## src/rtl/core/im2col_pkg.sv

```systemverilog
package im2col_pkg;

  // Configuration register indexes
  localparam logic [2:0] REG_KERNEL   = 3'd0;
  localparam logic [2:0] REG_PAD      = 3'd1;
  localparam logic [2:0] REG_STRIDE   = 3'd2;
  localparam logic [2:0] REG_WIDTH    = 3'd3;
  localparam logic [2:0] REG_HEIGHT   = 3'd4;
  localparam logic [2:0] REG_CHANNELS = 3'd5;

  // Item pipeline: ten stages of six restoring-division steps, then one output stage
  localparam int NUM_STAGES = 10;
  localparam int STEPS      = 6;
  localparam int DIV1_LAST  = 2;
  localparam int DIV2_LAST  = 5;
  localparam int LATENCY    = NUM_STAGES + 1;

  typedef struct packed {
    logic [3:0]  k;
    logic [3:0]  s;
    logic [3:0]  p;
    logic [12:0] w;
    logic [12:0] h;
    logic [10:0] c;
    logic [12:0] xs;
    logic [25:0] xy;
    logic [18:0] rowlim;
  } cfg_t;

  typedef struct packed {
    logic [23:0] col;
    logic [17:0] row;
    logic [23:0] num;
    logic [23:0] quo;
    logic [12:0] rem;
    logic [3:0]  dx;
    logic [3:0]  dy;
    logic [9:0]  dz;
  } stage_t;

  // One restoring step: returns {quotient bit, new remainder}
  function automatic logic [13:0] div_step(logic [12:0] rem, logic nb, logic [12:0] d);
    logic [13:0] t;
    logic [13:0] diff;
    t = {rem, nb};
    diff = t - {1'b0, d};
    if (t >= {1'b0, d}) begin
      return {1'b1, diff[12:0]};
    end
    return {1'b0, t[12:0]};
  endfunction

endpackage

```

## src/rtl/core/im2col_cfg.sv

```systemverilog
module im2col_cfg
  import im2col_pkg::*;
(
  input  logic        clk_i,
  input  logic        rst_ni,
  input  logic        cfg_valid_i,
  output logic        cfg_ready_o,
  input  logic [2:0]  cfg_index_i,
  input  logic [12:0] cfg_data_i,
  output cfg_t        cfg_o
);

  logic [3:0]  kernel_q, pad_q, stride_q;
  logic [12:0] width_q, height_q;
  logic [10:0] chan_q;

  logic [3:0]  k_e, s_e;
  logic [12:0] w_e, h_e;
  logic [10:0] c_e;
  logic [13:0] pad_x, pad_y;

  // stage 1
  logic [3:0]  k1_q, s1_q, p1_q;
  logic [12:0] w1_q, h1_q, nx1_q, ny1_q;
  logic [10:0] c1_q;
  logic [7:0]  kk1_q;
  logic        fx1_q, fy1_q;
  // stages 2 and 3: placement division
  logic [12:0] nx2_q, ny2_q, qx2_q, qy2_q, rx2_q, ry2_q;
  logic [12:0] nx2_d, ny2_d, qx2_d, qy2_d, rx2_d, ry2_d;
  logic        fx2_q, fy2_q, fx3_q, fy3_q;
  logic [18:0] rowlim2_q;
  logic [12:0] qx3_q, qy3_q, qx3_d, qy3_d;
  // stages 4 and 5
  logic [12:0] xs4_q, ys4_q;
  logic [25:0] xy5_q;

  assign cfg_ready_o = 1'b1;

  always_ff @(posedge clk_i or negedge rst_ni) begin
    if (!rst_ni) begin
      kernel_q <= 4'd3;
      pad_q    <= 4'd1;
      stride_q <= 4'd1;
      width_q  <= 13'd32;
      height_q <= 13'd32;
      chan_q   <= 11'd1;
    end else if (cfg_valid_i && cfg_ready_o) begin
      unique case (cfg_index_i)
        REG_KERNEL:   kernel_q <= cfg_data_i[3:0];
        REG_PAD:      pad_q    <= cfg_data_i[3:0];
        REG_STRIDE:   stride_q <= cfg_data_i[3:0];
        REG_WIDTH:    width_q  <= cfg_data_i;
        REG_HEIGHT:   height_q <= cfg_data_i;
        REG_CHANNELS: chan_q   <= cfg_data_i[10:0];
        default: ;
      endcase
    end
  end

  always_comb begin
    k_e = (kernel_q == 4'd0) ? 4'd1 : kernel_q;
    s_e = (stride_q == 4'd0) ? 4'd1 : stride_q;
    w_e = (width_q == 13'd0) ? 13'd1 : ((width_q > 13'd4096) ? 13'd4096 : width_q);
    h_e = (height_q == 13'd0) ? 13'd1 : ((height_q > 13'd4096) ? 13'd4096 : height_q);
    c_e = (chan_q == 11'd0) ? 11'd1 : ((chan_q > 11'd1024) ? 11'd1024 : chan_q);
    pad_x = {1'b0, w_e} + {9'd0, pad_q, 1'b0};
    pad_y = {1'b0, h_e} + {9'd0, pad_q, 1'b0};
  end

  always_ff @(posedge clk_i) begin
    k1_q  <= k_e;
    s1_q  <= s_e;
    p1_q  <= pad_q;
    w1_q  <= w_e;
    h1_q  <= h_e;
    c1_q  <= c_e;
    kk1_q <= 8'(k_e * k_e);
    fx1_q <= pad_x >= {10'd0, k_e};
    fy1_q <= pad_y >= {10'd0, k_e};
    nx1_q <= 13'(pad_x - {10'd0, k_e});
    ny1_q <= 13'(pad_y - {10'd0, k_e});
  end

  // Placement count: seven steps, then six
  always_comb begin
    logic [13:0] r;
    nx2_d = nx1_q;
    ny2_d = ny1_q;
    qx2_d = '0;
    qy2_d = '0;
    rx2_d = '0;
    ry2_d = '0;
    for (int b = 0; b < 7; b++) begin
      r = div_step(rx2_d, nx2_d[12], {9'd0, s1_q});
      qx2_d = {qx2_d[11:0], r[13]};
      rx2_d = r[12:0];
      nx2_d = {nx2_d[11:0], 1'b0};
      r = div_step(ry2_d, ny2_d[12], {9'd0, s1_q});
      qy2_d = {qy2_d[11:0], r[13]};
      ry2_d = r[12:0];
      ny2_d = {ny2_d[11:0], 1'b0};
    end
  end

  always_ff @(posedge clk_i) begin
    nx2_q     <= nx2_d;
    ny2_q     <= ny2_d;
    qx2_q     <= qx2_d;
    qy2_q     <= qy2_d;
    rx2_q     <= rx2_d;
    ry2_q     <= ry2_d;
    fx2_q     <= fx1_q;
    fy2_q     <= fy1_q;
    rowlim2_q <= 19'({11'd0, kk1_q} * {8'd0, c1_q});
  end

  always_comb begin
    logic [13:0] r;
    logic [12:0] nx, ny, rx, ry;
    nx = nx2_q;
    ny = ny2_q;
    rx = rx2_q;
    ry = ry2_q;
    qx3_d = qx2_q;
    qy3_d = qy2_q;
    for (int b = 0; b < 6; b++) begin
      r = div_step(rx, nx[12], {9'd0, s1_q});
      qx3_d = {qx3_d[11:0], r[13]};
      rx = r[12:0];
      nx = {nx[11:0], 1'b0};
      r = div_step(ry, ny[12], {9'd0, s1_q});
      qy3_d = {qy3_d[11:0], r[13]};
      ry = r[12:0];
      ny = {ny[11:0], 1'b0};
    end
  end

  always_ff @(posedge clk_i) begin
    qx3_q <= qx3_d;
    qy3_q <= qy3_d;
    fx3_q <= fx2_q;
    fy3_q <= fy2_q;
    xs4_q <= fx3_q ? 13'(qx3_q + 13'd1) : 13'd0;
    ys4_q <= fy3_q ? 13'(qy3_q + 13'd1) : 13'd0;
    xy5_q <= 26'({13'd0, xs4_q} * {13'd0, ys4_q});
  end

  // kernel side is used by the first item stage, so it bypasses the chain
  always_comb begin
    cfg_o.k      = k_e;
    cfg_o.s      = s1_q;
    cfg_o.p      = p1_q;
    cfg_o.w      = w1_q;
    cfg_o.h      = h1_q;
    cfg_o.c      = c1_q;
    cfg_o.xs     = xs4_q;
    cfg_o.xy     = xy5_q;
    cfg_o.rowlim = rowlim2_q;
  end

endmodule

```

## src/rtl/core/im2col_address_generator.sv

```systemverilog
// Channel  | Handshake               | Payload
// ---------+-------------------------+-----------------------------------------
// item in  | start, busy             | column_index_i, row_index_i
// result   | result_strobe_o         | source_x_o, source_y_o, source_channel_o,
//          |                         | inside_image_o, index_in_range_o
// config   | cfg_valid_i, cfg_ready_o| cfg_index_i, cfg_data_i
//
// One item per cycle while busy is low; each result leaves the output stage after the ten item stages.
// The pipeline holds ten stages of six restoring-division steps each
// (row by kernel side, twice, then column by placements per row) and an output stage.
// busy is high for one cycle after reset, then stays low. The receiver cannot stall.
// Derived configuration is rebuilt in the registered stages of im2col_cfg after a register write.
module im2col_address_generator
  import im2col_pkg::*;
(
  input  logic               clk_i,
  input  logic               rst_ni,
  input  logic               start,
  output logic               busy,
  input  logic [23:0]        column_index_i,
  input  logic [17:0]        row_index_i,
  output logic               result_strobe_o,
  output logic signed [13:0] source_x_o,
  output logic signed [13:0] source_y_o,
  output logic [9:0]         source_channel_o,
  output logic               inside_image_o,
  output logic               index_in_range_o,
  input  logic               cfg_valid_i,
  output logic               cfg_ready_o,
  input  logic [2:0]         cfg_index_i,
  input  logic [12:0]        cfg_data_i
);

  cfg_t   cfg;
  logic   busy_q;
  logic   accept;
  stage_t init;
  stage_t st_in [NUM_STAGES];
  stage_t st_d  [NUM_STAGES];
  stage_t st_q  [NUM_STAGES];
  logic [NUM_STAGES-1:0] v_q;

  logic               out_v_q, in_rng_q, in_img_q;
  logic signed [13:0] sx_q, sy_q;
  logic [9:0]         dz_q;

  logic [16:0]        px, py;
  logic signed [18:0] sx, sy;
  logic               in_rng, in_img;

  im2col_cfg u_cfg (
    .clk_i       (clk_i),
    .rst_ni      (rst_ni),
    .cfg_valid_i (cfg_valid_i),
    .cfg_ready_o (cfg_ready_o),
    .cfg_index_i (cfg_index_i),
    .cfg_data_i  (cfg_data_i),
    .cfg_o       (cfg)
  );

  assign busy   = busy_q;
  assign accept = start && !busy_q;

  always_comb begin
    init     = '0;
    init.col = column_index_i;
    init.row = row_index_i;
    init.num = {row_index_i, 6'd0};
  end

  for (genvar j = 0; j < NUM_STAGES; j++) begin : g_stage
    if (j == 0) begin : g_first
      assign st_in[j] = init;
    end else begin : g_next
      assign st_in[j] = st_q[j-1];
    end

    always_comb begin
      stage_t      s;
      logic [13:0] r;
      logic [12:0] d;
      logic [9:0]  cm1;
      s   = st_in[j];
      d   = (j <= DIV2_LAST) ? {9'd0, cfg.k} : cfg.xs;
      cm1 = 10'(cfg.c - 11'd1);
      for (int b = 0; b < STEPS; b++) begin
        r     = div_step(s.rem, s.num[23], d);
        s.quo = {s.quo[22:0], r[13]};
        s.rem = r[12:0];
        s.num = {s.num[22:0], 1'b0};
      end
      // end of row / k: keep kernel x, divide the quotient again
      if (j == DIV1_LAST) begin
        s.dx  = s.rem[3:0];
        s.num = {s.quo[17:0], 6'd0};
        s.quo = '0;
        s.rem = '0;
      end
      // end of second division: kernel y and saturated channel, start on column
      if (j == DIV2_LAST) begin
        s.dy  = s.rem[3:0];
        s.dz  = (s.quo[17:0] > {8'd0, cm1}) ? cm1 : s.quo[9:0];
        s.num = s.col;
        s.quo = '0;
        s.rem = '0;
      end
      st_d[j] = s;
    end

    always_ff @(posedge clk_i) begin
      st_q[j] <= st_d[j];
    end
  end

  always_ff @(posedge clk_i or negedge rst_ni) begin
    if (!rst_ni) begin
      busy_q  <= 1'b1;
      v_q     <= '0;
      out_v_q <= 1'b0;
    end else begin
      busy_q  <= 1'b0;
      v_q     <= {v_q[NUM_STAGES-2:0], accept};
      out_v_q <= v_q[NUM_STAGES-1];
    end
  end

  // Output stage: scale placement by stride, shift by pad and kernel offset, check range and image bounds
  always_comb begin
    stage_t f;
    f  = st_q[NUM_STAGES-1];
    px = 17'({4'd0, f.rem} * {13'd0, cfg.s});
    py = 17'({4'd0, f.quo[12:0]} * {13'd0, cfg.s});
    sx = $signed({2'b00, px}) - $signed({15'd0, cfg.p}) + $signed({15'd0, f.dx});
    sy = $signed({2'b00, py}) - $signed({15'd0, cfg.p}) + $signed({15'd0, f.dy});
    in_rng = ({2'b00, f.col} < cfg.xy) && ({1'b0, f.row} < cfg.rowlim);
    in_img = !sx[18] && (sx < $signed({6'd0, cfg.w}))
          && !sy[18] && (sy < $signed({6'd0, cfg.h}));
  end

  always_ff @(posedge clk_i) begin
    in_rng_q <= in_rng;
    in_img_q <= in_rng && in_img;
    sx_q     <= in_rng ? sx[13:0] : 14'sd0;
    sy_q     <= in_rng ? sy[13:0] : 14'sd0;
    dz_q     <= in_rng ? st_q[NUM_STAGES-1].dz : 10'd0;
  end

  assign result_strobe_o  = out_v_q;
  assign source_x_o       = sx_q;
  assign source_y_o       = sy_q;
  assign source_channel_o = dz_q;
  assign inside_image_o   = in_img_q;
  assign index_in_range_o = in_rng_q;

endmodule

```

## config.mk

```make
export PLATFORM = sky130hd
export DESIGN_NAME = im2col_address_generator
export DESIGN_NICKNAME = d
export VERILOG_FILES = /design/src/rtl/core/im2col_pkg.sv /design/src/rtl/core/im2col_cfg.sv /design/src/rtl/core/im2col_address_generator.sv
export SDC_FILE = /design/constraint.sdc
export NUM_CORES = 2
export LEC_CHECK = 0
export BUFFER_PORTS_ARGS = -buffer_cell sky130_fd_sc_hd__buf_2
export CAP_MARGIN = 20
export CORE_AREA = 2 2 478 480
export DETAILED_ROUTE_END_ITERATION = 6
export DIE_AREA = 0 0 480 482
export HOLD_SLACK_MARGIN = 0.05
export MAX_ROUTING_LAYER = met4
export SETUP_SLACK_MARGIN = 0.2
export SYNTH_ARGS = -nofsm -noshare
export SYNTH_HDL_FRONTEND = slang
export SYNTH_HIERARCHICAL = 1
export SYNTH_SLANG_ARGS = --single-unit
export TNS_END_PERCENT = 30
```

## constraint.sdc

```tcl
create_clock -name clk_i -period 30.7 [get_ports clk_i]
set_input_delay 4.605 -clock clk_i [delete_from_list [all_inputs] [get_ports clk_i]]
set_output_delay 4.605 -clock clk_i [all_outputs]
set_load 0.01 [all_outputs]
```

==> summary by stage <==
STA
For the pin with the worst max-slew slack, the measured transition is 1.03 ns. Setup repair after global routing left no endpoint under its margin. Subtracting the final worst setup slack from the clock period gives just under 20 ns. The setup-violating endpoint count in the final report is 0. The number of pins with negative max-slew slack in the final report is 0. The sum of negative setup slack is 0 ns. The worst relative slew slack is 0.310. Dividing the final minimum period by the clock period gives 0.636. For the final database, setup skew stands at about 0.074 ns.

The achievable clock frequency is 51.2 MHz. The final number of hold-violating endpoints was 0.

Worst setup path
The cell repeated most along the worst path is a21oi_1. The endpoint class of the critical path is a flip-flop. The cell family contributing the most delay on the critical path is compound AO/OA/AOI/OAI gates. Data on the critical path is required at its endpoint by between 30 and 40 ns. The worst-path maximum fanout is 24. The type of the worst setup path is reg2reg. STA puts the critical path data arrival time at 20.20 ns.

The number of buffers and inverters on the critical path is 7. The cell with the biggest individual delay on the critical path is and2_0. The sort of element at the start of the critical path is a flip-flop.

The largest single stage delay on the critical path is 0.77 ns.

Clock network
The clock network latency to the later pin of the worst-skew pair is 0.81 ns. The TritonCTS sink count is approximately 1100. In this run the post-CTS setup repair buffer count came out at 0. TritonCTS built the clock tree.

The clock transition at the registers of the reported paths is 0.06 ns. Counting the buffers created by CTS gives between 100 and 150. In this run the clock root is driven by a clkbuf_16. The number of hold buffers added after cts is 0. No sink is reached through more buffers than the 3 on the longest clock path. CTS built an H-tree with a depth of 3. Once the clock tree was built, the resizer swapped 0 gates to a different size.

Detailed routing
For this block, the initial DRC count from the detailed router was 3496. Using the TritonRoute via totals, the vias-per-cell ratio works out to 5.22. The number of vias in the routed layout is 63600. The average wire per cell in the routed design is 17.1 microns. For this run, design rule violations remaining after detail routing come to 0. The first-pass detailed-route iteration total is 7. The residual antenna-violating net count after detailed routing is 0. The routed design has 208 mm of wire.

Finish
The multi-input combinational cells in the finished layout cover a total of 53900 sq um. Registers take 21400 sq um. The layout filler cell count is around 23000. The proportion of layout cells with a drive suffix above 1 is 0.0887. The net total in the final layout is 10300. Compared with the post-synthesis result, the final layout area differs by 10.5%.

GRT
Entering global routing, the biggest net connects 62 pins. The first global-routing pass estimated 337 mm of wire. The initial antenna violation count is 10. The overall overflow remaining after global route is 0.

The via count of the first global-routing pass is around 64000. The aggregate global-route resource usage is 0.184.

Synthesis
The cell count after synthesis came out at 8954. Counting flops with a built-in enable in the synthesized netlist gives 0. The count of synthesis-stage warnings from yosys is 6. In this run, distinct cell masters in the synthesized netlist total 140. The netlist area before placement is 79000 sq um.

A synthesized cell averages 8.82 sq um. Among all flip-flop cells after synthesis, the most frequent one is dfxtp_1. In the synthesized netlist the async set-or-reset flop fraction comes to 0.0579. The post-synthesis sequential area ratio is 0.271.

The number of storage elements in the synthesis netlist is 1053.

Min path
The path class of the tightest hold or removal check is reg2reg.

Floorplanning
The initialized floorplan defines between 150 and 200 standard-cell rows. The chip height is 482 microns. After floorplanning, the core was sized to cover about 230000 sq um. The horizontal die dimension is 480 microns. The top-level port count is between 100 and 150. The initial utilization of the core area, before any placement, comes to 0.349.

The die covers 231000 sq um.

Placed design
The number of I/O port buffers is 103. The congestion estimate from routability-driven global placement came to 0.906. The post-DP HPWL is ~160 mm.

Run
Across the run, the number of max-cap violations was 0.

Status
The flow ran to the end, and the final reports show no timing, DRC or antenna violations.
==> state kept, by name (all words and copies together) (netlist names), 10 cells and up <==
register and flops:
u_cfg/qx3_q 13, u_cfg/h1_q 13, u_cfg/w1_q 13, u_cfg/ry2_q 13, source_x_o 14, st_q 719, u_cfg/rx2_q 13, u_cfg/xs4_q 13
u_cfg/chan_q 11, source_channel_o 10, u_cfg/ys4_q 13, source_y_o 14, u_cfg/rowlim2_q 19, u_cfg/xy5_q 26, u_cfg/width_q 13, u_cfg/nx1_q 13
u_cfg/c1_q 11, u_cfg/qy3_q 13, u_cfg/height_q 13, v_q 10, u_cfg/ny1_q 13
==> worst reg2reg max path: cells and delay by family, from the launching register on <==
family / cells / cell delay [ns]
compound gates: 58 / 10.75
simple gates: 15 / 2.95
fa+ha+maj: 6 / 2.35
buf+inv: 7 / 1.44
mux: 4 / 1.36
flops: 1 / 0.58
==> through the flow <==
stage / area (sq um) / cells / setup WS, ns / hold WS (ns) / util
2_1_floorplan: 79000 / 8955 / 12.77 / 0.310 / -
3_3_place_gp: 83100 / 12000 / 11.35 / 0.310 / 0.367
3_5_place_dp: 83100 / 12000 / 11.39 / 0.312 / 0.367
4_1_cts: 87200 / 12200 / 11.27 / 0.267 / 0.385
5_1_grt: 87200 / 12200 / 9.13 / 0.270 / 0.385
6_report: 87200 / 12200 / 11.18 / 0.269 / 0.385
==> per-layer routing <==
| layer | up-vias | global-route usage | wire length (microns) |
|---|---|---|---|
| li1 | 31800 | - | - |
| met1 | 30300 | 0.226 | 93600 |
| met2 | 1104 | 0.307 | 98600 |
| met3 | 331 | 0.0187 | 7410 |
| met4 | 0 | 0.0753 | 8820 |
| met5 | - | - | 0 |
==> cells in the mapped netlist (102+ instances only) <==
library cell | count | share of area
a21o_1 | 330 | 0.031
a21oi_1 | 605 | 0.038
and2_1 | 246 | 0.019
and3_1 | 102 | 0.0081
clkbuf_1 | 133 | 0.0063
dfxtp_1 | 992 | 0.25
fa_1 | 301 | 0.076
ha_1 | 835 | 0.13
inv_1 | 763 | 0.036
mux2_2 | 225 | 0.032
mux2i_1 | 107 | 0.014
nand2_1 | 668 | 0.032
nand2b_1 | 128 | 0.010
nand3_1 | 157 | 0.010
nand4_1 | 154 | 0.012
nor2_1 | 534 | 0.025
nor2b_1 | 170 | 0.013
nor3_1 | 156 | 0.0099
o21ai_0 | 438 | 0.028
xnor2_1 | 416 | 0.046
xor2_1 | 238 | 0.026
==> worst paths after layout <==
| path | startpoint | end | slack (ns) | depth (start not counted) |
|---|---|---|---|---|
| worst min register to register | st_q[7][112] | st_q[8][112] | 0.27 | 0 |
| worst max register to register | u_cfg/xs4_q[2] | st_q[9][24] | 11.18 | 90 |
| worst max-delay path | u_cfg/xs4_q[2] | st_q[9][24] | 11.18 | 90 |
| max in group asynchronous | rst_ni | u_cfg/chan_q[1] | 26.22 | 2 |
| min in group asynchronous | rst_ni | v_q[0] | 3.95 | 2 |
| worst min-delay path | st_q[7][112] | st_q[8][112] | 0.27 | 0 |
==> cells by family after synthesis <==
| group | count (synthesis) | synth area share |
|---|---|---|
| compound gates | 2141 | 0.177 |
| simple gates | 2654 | 0.175 |
| buf+inv | 971 | 0.0473 |
| xor+xnor | 656 | 0.0730 |
| mux | 340 | 0.0472 |
| fa+ha+maj | 1136 | 0.209 |
| flops | 1053 | 0.271 |
| other cells | 3 | 0.000143 |
==> layout make-up <==
| class | count | share of cell area |
|---|---|---|
| Timing Repair Buffer | 172 | 0.0118 |
| Sequential cell | 1053 | 0.245 |
| Antenna cell | 9 | 0.000258 |
| Clock inverter | 76 | 0.0106 |
| Inverter | 787 | 0.0339 |
| Clock buffer | 149 | 0.0369 |
| Multi-Input combinational cell | 6931 | 0.618 |
| Tap cell | 3009 | 0.0432 |
==> cells in the final DEF, fill, tap and decap left out, types with 170 or more instances in the layout <==
cell type | netlist | layout
dfxtp_1 | 992 | 989
ha_1 | 835 | 835
inv_1 | 763 | 761
nand2_1 | 668 | 668
a21oi_1 | 605 | 605
nor2_1 | 534 | 534
o21ai_0 | 438 | 437
xnor2_1 | 416 | 416
a21o_1 | 330 | 330
fa_1 | 301 | 301
and2_1 | 246 | 246
xor2_1 | 238 | 238
mux2_2 | 225 | 225
nor2b_1 | 170 | 170
Power is not shown: default switching activity piles up to over one toggle a cycle in this logic, so the estimate is an artifact.
